**src/hdl/sdspi_pkg.sv**
```systemverilog
// Shared types and constants for the SD SPI command/response engine.
`default_nettype none

package sdspi_pkg;

	localparam int unsigned MAX_RESPONSE_BYTES = 8;

	localparam logic [7:0] CMD_START_BITS = 8'h40;
	localparam logic [7:0] CRC_CMD0       = 8'h95;
	localparam logic [7:0] CRC_CMD8       = 8'h87;
	localparam logic [7:0] CRC_DEFAULT    = 8'h01;
	localparam logic [7:0] FILL_BYTE      = 8'hFF;
	localparam logic [7:0] CMD_LIMIT      = 8'd64;
	localparam logic [5:0] CMD_GO_IDLE    = 6'd0;
	localparam logic [5:0] CMD_SEND_IF    = 6'd8;
	localparam logic [8:0] POLL_LIMIT_RST = 9'd256;

	// Register indexes
	localparam logic REG_POLL_LIMIT = 1'b0;

	// Input operations
	localparam logic OP_START = 1'b0;
	localparam logic OP_RX    = 1'b1;

	// Result kinds
	localparam logic [1:0] KIND_TX   = 2'd0;
	localparam logic [1:0] KIND_RESP = 2'd1;
	localparam logic [1:0] KIND_DONE = 2'd2;

	// Status codes
	localparam logic [1:0] ST_OK      = 2'd0;
	localparam logic [1:0] ST_ILLEGAL = 2'd1;
	localparam logic [1:0] ST_TIMEOUT = 2'd2;
	localparam logic [1:0] ST_RESPERR = 2'd3;

	typedef struct packed {
		logic [1:0] kind;
		logic [7:0] byte_value;
		logic [2:0] byte_index;
		logic [1:0] status;
		logic       last;
	} result_t;

endpackage

`default_nettype wire

```
**src/hdl/sd_spi_command_response_engine.sv**
```systemverilog
// Top level of the SD SPI command/response engine.
`default_nettype none

// SD SPI command/response engine. Each input transaction is one SPI byte
// exchange: a start (op 0) latches the command index, argument and response
// length and returns the first command byte; each received byte (op 1) steps
// the command send, the 0xFF polling, the response read and the clearing byte,
// and the final item returns a done result with the status. An item yields
// zero, one or two results; they are computed in the accept cycle and land in
// a two-entry result buffer that drives the output port. A new item is taken
// whenever the buffer will be empty after the current output transaction, so
// one-result items flow one per cycle while out_stall is low, and two-result
// items (response bytes, the first non-0xFF poll byte) admit the next item as
// their second result leaves. poll_limit (APB, byte address 0) is 9 bits,
// resets to 256, and a value of 0 acts as 1. prdata returns the register.
module sd_spi_command_response_engine
	import sdspi_pkg::*;
(
	input  wire logic        clk,
	input  wire logic        arst_n,
	// configuration port
	input  wire logic        psel,
	input  wire logic        penable,
	input  wire logic        pwrite,
	input  wire logic [2:0]  paddr,
	input  wire logic [31:0] pwdata,
	output logic      [31:0] prdata,
	output logic             pready,
	// input channel
	input  wire logic        in_valid,
	output logic             in_stall,
	input  wire logic        op,
	input  wire logic [7:0]  cmd_index,
	input  wire logic [31:0] argument,
	input  wire logic [3:0]  response_length,
	input  wire logic [7:0]  rx_byte,
	// output channel
	output logic             out_valid,
	input  wire logic        out_stall,
	output logic      [1:0]  kind,
	output logic      [7:0]  byte_value,
	output logic      [2:0]  byte_index,
	output logic      [1:0]  status,
	output logic             last
);

	typedef enum logic [2:0] {
		PH_IDLE,
		PH_CMD,
		PH_POLL,
		PH_READ,
		PH_CLEAR
	} phase_t;

	localparam logic [3:0] MAX_LEN = 4'(MAX_RESPONSE_BYTES);

	phase_t      phase_q, phase_d;
	logic [2:0]  byte_cnt_q, byte_cnt_d;
	logic [8:0]  poll_cnt_q, poll_cnt_d;
	logic [5:0]  cmd_q, cmd_d;
	logic [31:0] arg_q, arg_d;
	logic [3:0]  len_q, len_d;
	logic [1:0]  status_q, status_d;
	logic [8:0]  poll_limit_q;

	result_t     slot0_q, slot1_q;
	logic [1:0]  cnt_q;

	result_t     res0, res1;
	logic [1:0]  nres;
	logic        pop, accept, cfg_wr;
	logic [8:0]  lim;
	logic [3:0]  len_sat;
	logic [7:0]  arg_byte, crc_byte;

	// APB: always ready, one register
	assign pready = 1'b1;
	assign cfg_wr = psel & penable & pwrite & pready;
	assign prdata = (paddr[2] == REG_POLL_LIMIT) ? {23'd0, poll_limit_q} : 32'd0;

	always_ff @(posedge clk or negedge arst_n) begin
		if (!arst_n) begin
			poll_limit_q <= POLL_LIMIT_RST;
		end else if (cfg_wr && paddr[2] == REG_POLL_LIMIT) begin
			poll_limit_q <= pwdata[8:0];
		end
	end

	// Output side: head slot drives the port
	assign out_valid  = (cnt_q != 2'd0);
	assign kind       = slot0_q.kind;
	assign byte_value = slot0_q.byte_value;
	assign byte_index = slot0_q.byte_index;
	assign status     = slot0_q.status;
	assign last       = slot0_q.last;
	assign pop        = out_valid & ~out_stall;

	// Take a new item only if the buffer drains empty this cycle
	assign in_stall = ~((cnt_q == 2'd0) || (cnt_q == 2'd1 && pop));
	assign accept   = in_valid & ~in_stall;

	assign lim = (poll_limit_q == 9'd0) ? 9'd1 : poll_limit_q;

	always_comb begin
		if (response_length == 4'd0)
			len_sat = 4'd1;
		else if (response_length > MAX_LEN)
			len_sat = MAX_LEN;
		else
			len_sat = response_length;
	end

	always_comb begin
		case (byte_cnt_q)
			3'd1:    arg_byte = arg_q[31:24];
			3'd2:    arg_byte = arg_q[23:16];
			3'd3:    arg_byte = arg_q[15:8];
			3'd4:    arg_byte = arg_q[7:0];
			default: arg_byte = 8'd0;
		endcase
	end

	always_comb begin
		if (cmd_q == CMD_GO_IDLE)
			crc_byte = CRC_CMD0;
		else if (cmd_q == CMD_SEND_IF)
			crc_byte = CRC_CMD8;
		else
			crc_byte = CRC_DEFAULT;
	end

	// Per-item step: next state and up to two results
	always_comb begin
		phase_d    = phase_q;
		byte_cnt_d = byte_cnt_q;
		poll_cnt_d = poll_cnt_q;
		cmd_d      = cmd_q;
		arg_d      = arg_q;
		len_d      = len_q;
		status_d   = status_q;
		res0       = '{kind: KIND_TX, byte_value: FILL_BYTE, byte_index: 3'd0,
			status: ST_OK, last: 1'b0};
		res1       = res0;
		nres       = 2'd0;
		if (op == OP_START) begin
			nres = 2'd1;
			if (cmd_index >= CMD_LIMIT) begin
				phase_d = PH_IDLE;
				res0.kind       = KIND_DONE;
				res0.byte_value = 8'd0;
				res0.status     = ST_ILLEGAL;
			end else begin
				cmd_d      = cmd_index[5:0];
				arg_d      = argument;
				len_d      = len_sat;
				status_d   = ST_OK;
				poll_cnt_d = 9'd0;
				byte_cnt_d = 3'd1;
				phase_d    = PH_CMD;
				res0.byte_value = CMD_START_BITS | {2'b00, cmd_index[5:0]};
			end
		end else begin
			case (phase_q)
				PH_CMD: begin
					nres = 2'd1;
					if (byte_cnt_q >= 3'd1 && byte_cnt_q <= 3'd4) begin
						res0.byte_value = arg_byte;
						byte_cnt_d      = byte_cnt_q + 3'd1;
					end else if (byte_cnt_q == 3'd5) begin
						res0.byte_value = crc_byte;
						byte_cnt_d      = 3'd6;
					end else begin
						poll_cnt_d = 9'd1;
						phase_d    = PH_POLL;
					end
				end
				PH_POLL: begin
					if (rx_byte == FILL_BYTE) begin
						nres = 2'd1;
						if (poll_cnt_q >= lim) begin
							status_d = ST_TIMEOUT;
							phase_d  = PH_CLEAR;
						end else begin
							poll_cnt_d = poll_cnt_q + 9'd1;
						end
					end else begin
						nres = 2'd2;
						res0.kind       = KIND_RESP;
						res0.byte_value = rx_byte;
						if (rx_byte == 8'h00 || rx_byte == 8'h01) begin
							status_d = ST_OK;
							if (len_q > 4'd1) begin
								byte_cnt_d = 3'd1;
								phase_d    = PH_READ;
							end else begin
								phase_d = PH_CLEAR;
							end
						end else begin
							status_d = ST_RESPERR;
							phase_d  = PH_CLEAR;
						end
					end
				end
				PH_READ: begin
					nres = 2'd2;
					res0.kind       = KIND_RESP;
					res0.byte_value = rx_byte;
					res0.byte_index = byte_cnt_q;
					if ({1'b0, byte_cnt_q} + 4'd1 >= len_q)
						phase_d = PH_CLEAR;
					else
						byte_cnt_d = byte_cnt_q + 3'd1;
				end
				PH_CLEAR: begin
					nres = 2'd1;
					res0.kind       = KIND_DONE;
					res0.byte_value = 8'd0;
					res0.status     = status_q;
					phase_d         = PH_IDLE;
				end
				default: begin
					// idle: drop received bytes
					phase_d = PH_IDLE;
				end
			endcase
		end
		// mark the final result of this item
		if (nres == 2'd1)
			res0.last = 1'b1;
		if (nres == 2'd2)
			res1.last = 1'b1;
	end

	// Control state
	always_ff @(posedge clk or negedge arst_n) begin
		if (!arst_n) begin
			phase_q    <= PH_IDLE;
			byte_cnt_q <= 3'd0;
			poll_cnt_q <= 9'd0;
			cmd_q      <= 6'd0;
			arg_q      <= 32'd0;
			len_q      <= 4'd0;
			status_q   <= ST_OK;
			cnt_q      <= 2'd0;
		end else begin
			if (accept) begin
				phase_q    <= phase_d;
				byte_cnt_q <= byte_cnt_d;
				poll_cnt_q <= poll_cnt_d;
				cmd_q      <= cmd_d;
				arg_q      <= arg_d;
				len_q      <= len_d;
				status_q   <= status_d;
				cnt_q      <= nres;
			end else if (pop) begin
				cnt_q <= cnt_q - 2'd1;
			end
		end
	end

	// Result buffer payload: load on accept, else advance on pop
	always_ff @(posedge clk) begin
		if (accept) begin
			slot0_q <= res0;
			slot1_q <= res1;
		end else if (pop) begin
			slot0_q <= slot1_q;
		end
	end

endmodule

`default_nettype wire
```
**config.mk**
```make
export PLATFORM = sky130hd
export DESIGN_NAME = sd_spi_command_response_engine
export DESIGN_NICKNAME = d
export VERILOG_FILES = /design/src/hdl/sdspi_pkg.sv /design/src/hdl/sd_spi_command_response_engine.sv
export SDC_FILE = /design/constraint.sdc
export NUM_CORES = 1
export LEC_CHECK = 0
export BUFFER_PORTS_ARGS = -buffer_cell sky130_fd_sc_hd__buf_2
export CAP_MARGIN = 25
export CORE_MARGIN = 3
export CORE_UTILIZATION = 50
export CTS_CLUSTER_DIAMETER = 30
export CTS_CLUSTER_SIZE = 30
export DETAILED_ROUTE_END_ITERATION = 7
export PLACE_DENSITY = 0.78
export SYNTH_ARGS = -nofsm -noshare
export SYNTH_HDL_FRONTEND = slang
export SYNTH_SLANG_ARGS = --single-unit
```
**constraint.sdc**
```tcl
create_clock -name clk -period 3.9 [get_ports clk]
set_clock_uncertainty 0.15 [all_clocks]
set_input_delay 0.195 -clock clk [delete_from_list [all_inputs] [get_ports clk]]
set_output_delay 0.195 -clock clk [all_outputs]
set_load 0.05 [all_outputs]
```
==> run_results.csv, run 1 <==
group,metric,value,unit
outcome,status,"finished clean",
sta,tns,0,ps
worst_setup_path,crit_chain,"inv_1 -> ha_1 -> inv_1 -> ha_1 -> o21ai_0 -> o21bai_1 -> a2111oi_0 -> o21ai_2 -> nand2_1 -> mux2_2",
layout,layout.nets,727,
hold_path,min_path_cells,4,
detailed_routing,drc,0,
logic_synthesis,ys_ff_latch,87,
sta,fmax,301,MHz
worst_setup_path,critical-path-top-delay-family,"compound AO/OA/AOI/OAI gates",
grt,grt_overflow,0,
worst_setup_path,ff2ff_path_depth,10,
sta,setup_violations,0,
logic_synthesis,yosys-top-cells-area,"dfrtp_1 (36%), mux2_2 (12%), edfxtp_1 (11%)",
logic_synthesis,yosys-top-cells-count,"dfrtp_1 (69), mux2_2 (50), nor2_1 (47)",
sta,holdWs,98.0,ps
placement,finalWeightedCongestion,0.900,
detailed_routing,dr.pass1.iters,5,
logic_synthesis,ys_types,60,
grt,grt_pass1_wl,19500,um
sta,period_needed,3330,ps
clock_tree,h-tree-depth,3,
floorplan,core_area,9330,um2
detailed_routing,drt.antenna.violating_nets,0,
worst_setup_path,arrival,3430,ps
floorplan,die_h,104,um
worst_setup_path,critPathMaxStageDelay,820,ps
worst_setup_path,critPathRequiredTime,4000,ps
floorplan,die_w,104,um
logic_synthesis,synth_seq_area_share,0.468,
logic_synthesis,postSynthCellCount,466,
detailed_routing,num_vias,4124,
worst_setup_path,worstSetupPathType,"reg -> reg",
power,power_density,644,nW/um2
layout,syn2layout_area_growth,25.6,%
clock_tree,cts_tree,"built",
logic_synthesis,yosysTopAreaCell,"dfrtp_1",
detailed_routing,wire_per_inst,15.8,um
sta,fin_crit_sh,0.853,
grt,track_usage,0.219,
layout,fillCellCount,731,
floorplan,rows,35,
sta,relSlewSlack,0.391,
hold_path,worstHoldPathType,"in -> reg",
grt,grt_max_degree,38,
layout,final_cells,745,
clock_tree,clock_latency,370,ps
sta,drv_slew,0,
sta,hold_viol_final,0,
grt,grt_antenna_before_repair,0,
worst_setup_path,cp_num_buf_inv,2,
worst_setup_path,start_kind,"flip-flop",
clock_tree,cts_buffer_depth,2,
floorplan,io_pins,146,
worst_setup_path,reg2reg_to,"phase_q[2]",
layout,regArea,2260,um2
detailed_routing,vias_per_cell,5.54,
clock_tree,ctsRootBufferMaster,"clkbuf_8",
clock_tree,cts_made_buffers,9,
worst_setup_path,crit_slowest_cell,"a2111oi_0",
detailed_routing,drt_iter0_drc,337,
worst_setup_path,r2r_start,"byte_cnt_q[2]",
sta,tightestPinTransition,891,ps
logic_synthesis,async_reset_ff_frac,0.805,
placement,dp.cells,677,
clock_tree,clock_sinks,87,
floorplan,die_area,10900,um2
worst_setup_path,r2r_setup_slack,570,ps
power,ir_worst_vdd,0.000249,V
layout,multiInputGateArea,2290,um2
logic_synthesis,synth_top_area_frac,0.357,
worst_setup_path,worst_setup_path_end_kind,"flip-flop",
hold_path,min_from,"out_stall",
hold_path,hold_path_end,"cnt_q[0]",
logic_synthesis,syn-mean-instance-area,10.4,um2
power,p_leak,2.77,nW
logic_synthesis,synth-main-ff-cell,"dfrtp_1",
floorplan,start_util,0.519,
run,max_cap_violations,0,
clock_tree,clk_pin_slew_worst_paths,90,ps
grt,grt_pass1_vias,4057,
logic_synthesis,ys_warn_count,0,
sta,rsz0062_at_grt,"no",
placement,dp_hpwl,8150,um
logic_synthesis,synth_edf_count,17,
worst_setup_path,worstPathMaxFanout,15,
layout,drive_above_1_share,0.279,
placement,io_buffer_count,96,
detailed_routing,finalWirelength,11800,um
layout,num_antenna_cells,0,
logic_synthesis,netlist_area,4840,um2
layout,utilization,0.651,
clock_tree,cts_resized,0,
logic_synthesis,yosysMostFrequentCell,"dfrtp_1",
-- flip-flops by register name (all words and copies together) (netlist names), 3 cells and up --
name / flops
phase_q: 3
arg_q: 32
byte_value: 8
poll_limit_q: 9
cmd_q: 6
len_q: 4
poll_cnt_q: 9
byte_index: 3
byte_cnt_q: 3
-- how the worst max path moves through the flow --
stage               slack, ps    endpoint  depth (start not counted)          start
floorplan                1030  phase_q[1]                         11  byte_cnt_q[2]
global placement          880  phase_q[1]                         10  byte_cnt_q[0]
detailed placement        810  phase_q[2]                         10  byte_cnt_q[0]
CTS                       690  phase_q[2]                         10  byte_cnt_q[2]
global route              470  phase_q[1]                         10  byte_cnt_q[2]
finish                    570  phase_q[2]                         10  byte_cnt_q[2]
-- cells by family (layout without fill, tap and decap cells) --
group           count (synthesis)  after routing  share of synthesized area
simple gates                  134            134                      0.136
fa+ha+maj                      21             21                     0.0543
other cells                     2             24                    0.00155
flops                          87             87                      0.468
compound gates                 98             98                      0.142
xor+xnor                        1              1                    0.00181
mux                            52             52                      0.121
buf+inv                        71            199                     0.0755
-- per-stage QoR --
step / area, um2 / power (mW) / setup WS [ps]
after global routing: 6080 / 4.18 / 470
after CTS: 6080 / 3.89 / 688
after global placement: 5360 / 3.14 / 880
final: 6080 / 3.92 / 574
after floorplan: 4920 / 2.79 / 1030
after detailed placement: 5360 / 3.22 / 810
-- final cells by class --
class	count	area share
well taps	129	0.0266
clock inverters	5	0.00680
multi-input cells	330	0.377
clock buffers	11	0.0251
repair buffers	153	0.173
flip-flops and latches	87	0.373
inverters	30	0.0185
-- placed cells by master (no fill, tap or decap), types with 7 or more instances in the layout --
| cell | count |
|---|---|
| buf_2 | 96 |
| dfrtp_1 | 69 |
| dlygate4sd3_1 | 52 |
| mux2_2 | 50 |
| nor2_1 | 47 |
| inv_1 | 29 |
| conb_1 | 24 |
| o21ai_0 | 23 |
| nand2_1 | 21 |
| ha_1 | 21 |
| edfxtp_1 | 17 |
| a22oi_1 | 15 |
| nand3_1 | 11 |
| nor3_1 | 10 |
| a21oi_1 | 9 |
| clkbuf_8 | 9 |
| nand2b_1 | 8 |
| o211ai_1 | 7 |
-- metal layers --
metal / share of wire / wire [um] / track usage
met4: 0.022 / 259 / 0.0855
met2: 0.48 / 5630 / 0.363
met3: 0.072 / 842 / 0.0348
met1: 0.43 / 5040 / 0.288
met5: 0 / 0 / 0
-- timing repair --
action,in CTS,in global routing
setup endpoints to repair,0,0
hold buffers,52,0
endpoints found under the hold margin,85,0
buffers inserted,0,0
-- where the power goes --
group	switching [mW]	total, mW	internal [mW]	leakage, nW
Sequential	0.255	1.56	1.30	1.03
Clock	0.349	0.626	0.276	0.0966
Combinational	1.08	1.73	0.654	1.64
-- worst register-to-register path: stages (launching register included) --
cell and delay [ps]:
dfrtp_1 600, inv_1 120, ha_1 320, inv_1 60, ha_1 260, o21ai_0 70
o21bai_1 80, a2111oi_0 820, o21ai_2 180, nand2_1 200, mux2_2 350
Power figures use the tool's default switching activity.
==> run 2: changes to the inputs <==
PLACE_DENSITY = 0.83   (was 0.78)
SLEW_MARGIN = 10   (was not set)
==> run_results.csv, run 2 (synthesis gave the netlist of run 1 again) <==
group,metric,value,unit
outcome,status,"finished clean",
detailed_routing,finalWirelength,12200,um
worst_setup_path,worst_setup_path_end_kind,"flip-flop",
sta,fin_crit_sh,0.831,
worst_setup_path,worstSetupPathType,"reg -> reg",
worst_setup_path,crit_slowest_cell,"a2111oi_0",
sta,relSlewSlack,0.350,
worst_setup_path,critical-path-top-delay-family,"compound AO/OA/AOI/OAI gates",
sta,setup_violations,0,
worst_setup_path,worstPathMaxFanout,15,
sta,fmax,309,MHz
worst_setup_path,reg2reg_to,"phase_q[1]",
worst_setup_path,r2r_setup_slack,660,ps
clock_tree,clk_pin_slew_worst_paths,100,ps
worst_setup_path,endpoint,"phase_q[1]",
placement,dp_hpwl,8320,um
grt,track_usage,0.223,
worst_setup_path,critPathMaxStageDelay,760,ps
worst_setup_path,arrival,3330,ps
clock_tree,cts_setup_buffers,0,
layout,mostFrequentLayoutCells,"buf_2 (96), dfrtp_1 (69), dlygate4sd3_1 (52), mux2_2 (50), nor2_1 (47)",
floorplan,die_h,104,um
placement,pre_cts_ws,734,ps
worst_setup_path,crit_chain,"inv_1 -> ha_1 -> inv_1 -> ha_1 -> o21ai_0 -> o21bai_1 -> a2111oi_0 -> o21ai_2 -> nand2_1 -> mux2_2",
layout,final_cells,747,
layout,top_regs,"arg_q x32, poll_cnt_q x9, poll_limit_q x9",
worst_setup_path,start_kind,"flip-flop",
worst_setup_path,cp_num_cells,10,
clock_tree,clock_latency,370,ps
clock_tree,clock_sinks,87,
floorplan,die_area,10900,um2
detailed_routing,num_vias,4198,
layout,layout_commonest_cell,"buf_2",
clock_tree,cts_tree,"built",
placement,finalWeightedCongestion,0.868,
clock_tree,h-tree-depth,3,
sta,hold_viol_final,0,
layout,syn2layout_area_growth,26.3,%
clock_tree,cts_made_buffers,9,
sta,setup_ws,660,ps
placement,place_area,5350,um2
floorplan,start_util,0.519,
layout,final_area,6110,um2
sta,period_needed,3240,ps
power,ir_worst_vdd,0.000248,V
sta,tightestPinTransition,950,ps
worst_setup_path,r2r_start,"byte_cnt_q[2]",
layout,num_antenna_cells,0,
floorplan,core_area,9330,um2
detailed_routing,vias_per_cell,5.62,
worst_setup_path,cp_num_buf_inv,2,
sta,tns,0,ps
worst_setup_path,ff2ff_path_depth,10,
power,p_leak,2.78,nW
detailed_routing,wire_per_inst,16.3,um
power,power,4.00,mW
sta,holdWs,63.1,ps
detailed_routing,drt_iter0_drc,408,
grt,grt_max_degree,46,
worst_setup_path,critPathRequiredTime,3990,ps
floorplan,rows,35,
floorplan,io_pins,146,
run,max_cap_violations,0,
grt,grt_antenna_before_repair,0,
grt,grt_overflow,0,
layout,utilization,0.655,
clock_tree,ctsRootBufferMaster,"clkbuf_8",
clock_tree,cts_buffer_depth,2,
layout,layout.nets,729,
detailed_routing,dr.pass1.iters,5,
layout,regMostFlops,"arg_q",
detailed_routing,drc,0,
hold_path,worstHoldPathType,"in -> async",
detailed_routing,drt.antenna.violating_nets,0,
placement,io_buffer_count,96,
layout,fillCellCount,728,
layout,drive_above_1_share,0.280,
grt,grt_pass1_vias,4046,
grt,grt_pass1_wl,19800,um
sta,rsz0062_at_grt,"no",
layout,largest_reg_flops,32,
floorplan,die_w,104,um
worst_setup_path,crit_path_start,"byte_cnt_q[2]",
sta,drv_slew,0,
placement,dp.cells,678,
power,power_density,655,nW/um2
-- run 2: changes by cell type in the layout (fill, tap and decap cells not counted), sizes merged --
cell | before | now
buf | 101 | 103
bufinv | 0 | 1
clkinv | 4 | 2
inv | 30 | 31
-- run 2: cell type report --
type | count | area, um2 | area share
flip-flops and latches | 87 | 2260 | 0.370
multi-input cells | 330 | 2290 | 0.375
inverters | 30 | 113 | 0.0184
clock buffers | 11 | 153 | 0.0250
repair buffers | 155 | 1070 | 0.174
well taps | 129 | 161 | 0.0264
clock inverters | 5 | 63.8 | 0.0104
-- run 2: what timing repair did --
item / in CTS / in global routing
endpoints found under the hold margin: 94 / 0
hold buffers: 52 / 0
resized for setup: 0 / 0
-- run 2: worst min-delay path by stage --
stage	slack, ps	to	cells past startpoint
global placement	250	cmd_q[4]	1
CTS	80	byte_value[4]	3
floorplan	-250	arg_q[0]	0
finish	60	arg_q[1]	2
detailed placement	280	cmd_q[1]	1
global route	70	cmd_q[1]	2
-- run 2: power by group --
group,leakage (nW),internal [mW],switching (mW)
Sequential,1.03,1.30,0.260
Clock,0.106,0.341,0.345
Combinational,1.65,0.658,1.09
Total,2.78,2.30,1.70
-- run 2: layer usage --
metal / part of all wire / up-vias / track usage
met5: 0 / - / 0
met3: 0.070 / 28 / 0.0298
li1: - / 1942 / -
met4: 0.024 / 0 / 0.0817
met2: 0.49 / 219 / 0.373
met1: 0.42 / 2009 / 0.297
==> run 3: changes to the inputs <==
CORE_UTILIZATION = 47   (was 50)
PLACE_DENSITY = 0.82   (was 0.83)
clock period = 2.8 ns   (was 3.9 ns; I/O delays follow)
==> run_results.csv, run 3 (synthesis gave the netlist of run 1 again) <==
group,metric,value,unit
outcome,status,"finished clean",
floorplan,die_h,107,um
detailed_routing,drt.antenna.violating_nets,0,
placement,io_buffer_count,96,
floorplan,die_area,11500,um2
power,ir_worst_vdd,0.000468,V
worst_setup_path,worstSetupPathType,"reg -> reg",
sta,fin_crit_sh,0.970,
layout,final_area,6190,um2
clock_tree,ctsRootBufferMaster,"clkbuf_8",
worst_setup_path,critPathRequiredTime,2920,ps
detailed_routing,finalWirelength,12600,um
sta,fmax,368,MHz
detailed_routing,wl_met1,5020,um
grt,grt_antenna_before_repair,0,
clock_tree,clock_latency,370,ps
layout,largest_reg_flops,32,
grt,track_usage,0.222,
layout,layout.nets,739,
sta,drv_slew,0,
worst_setup_path,start_kind,"flip-flop",
floorplan,rows,36,
floorplan,die_w,107,um
sta,tns,0,ps
detailed_routing,vias_per_cell,5.61,
detailed_routing,dr.pass1.iters,4,
worst_setup_path,worstPathMaxFanout,5,
layout,syn2layout_area_growth,27.9,%
placement,finalWeightedCongestion,0.847,
sta,period_needed,2720,ps
worst_setup_path,arrival,2830,ps
placement,dp_hpwl,8710,um
grt,grt_pass1_vias,4228,
layout,drive_above_1_share,0.299,
layout,num_antenna_cells,0,
clock_tree,cts_made_buffers,9,
hold_path,worstHoldPathType,"in -> reg",
worst_setup_path,worst_setup_path_end_kind,"flip-flop",
sta,tightestPinTransition,786,ps
detailed_routing,wire_per_inst,16.6,um
layout,mostFrequentLayoutCells,"buf_2 (96), dfrtp_1 (68), dlygate4sd3_1 (52), mux2_2 (50), nor2_1 (47)",
clock_tree,cts_buffer_depth,2,
grt,grt_max_degree,40,
detailed_routing,drc,0,
sta,relSlewSlack,0.476,
clock_tree,clk_pin_slew_worst_paths,90,ps
layout,layout_commonest_cell,"buf_2",
layout,fillCellCount,762,
sta,hold_viol_final,0,
power,power_density,890,nW/um2
placement,dp.cells,691,
run,max_cap_violations,0,
layout,multiInputGateArea,2320,um2
detailed_routing,wl_met3,1020,um
clock_tree,h-tree-depth,3,
detailed_routing,num_vias,4271,
floorplan,io_pins,146,
detailed_routing,top_layer,"met4",
clock_tree,clock_sinks,87,
placement,place_area,5450,um2
grt,grt_overflow,0,
detailed_routing,drt_iter0_drc,326,
layout,final_cells,761,
floorplan,core_area,9910,um2
clock_tree,cts_tree,"built",
detailed_routing,wl_met2,6130,um
floorplan,start_util,0.488,
power,p_leak,2.82,nW
layout,regMostFlops,"arg_q",
grt,grt_pass1_wl,20300,um
layout,regArea,2260,um2
layout,top_regs,"arg_q x32, poll_cnt_q x9, poll_limit_q x9",
layout,utilization,0.624,
sta,setup_violations,0,
run 3: power by group:
group          switching, mW  total (mW)  internal [mW]
clock network          0.467       0.799          0.333
registers              0.330        2.14           1.81
logic                   1.59        2.56          0.972
run 3: path summary, 6_finish.rpt:
kind                            startpoint              end  slack [ps]  cells past startpoint
setup reg to reg             byte_cnt_q[1]       phase_q[1]          80                     11
setup / recovery             byte_cnt_q[1]       phase_q[1]          80                     11
hold reg to reg            poll_limit_q[3]  poll_limit_q[3]         360                      1
hold / removal                  rx_byte[4]    byte_value[4]          30                      3
min in group asynchronous           arst_n         cmd_q[1]         220                      2
max in group asynchronous           arst_n    byte_cnt_q[1]        1600                      3
run 3: final cells by class:
cell class,count,share of cell area
multi-input combinational,330,0.375
sequential,87,0.366
timing repair buffer,165,0.186
tap,133,0.0269
clock buffer,11,0.0212
inverter,30,0.0182
clock inverter,5,0.00647
run 3: layer usage:
layer | GRT usage | vias up
met5 | 0 | -
met3 | 0.0402 | 40
met2 | 0.361 | 223
met1 | 0.284 | 2044
met4 | 0.115 | 0
li1 | - | 1964
run 3: worst max-delay path, cell delays in order, from the launching register on:
cell and delay [ps]:
dfrtp_2 450, ha_2 200, ha_4 260, inv_1 40, ha_1 260, o21ai_1 80, o21bai_1 130, a2111oi_2 340
buf_4 180, o21ai_2 70, nand2_2 110, mux2_2 330
run 3: stage by stage:
step,worst slack [ps],power [mW],hold WS (ps)
after global routing,-101,5.86,66.0
final,83.4,5.50,32.8
after floorplan,11.9,3.89,-306
after CTS,13.5,5.45,18.6
after global placement,60.1,4.43,91.7
after detailed placement,-54.9,4.57,104
run 3: what timing repair did:
item,CTS,global route
setup buffers,0,2
cloned,0,0
resized for setup,2,6
pin swaps,0,3
hold endpoints to repair,86,0
hold buffers,52,0
setup endpoints to repair,3,5
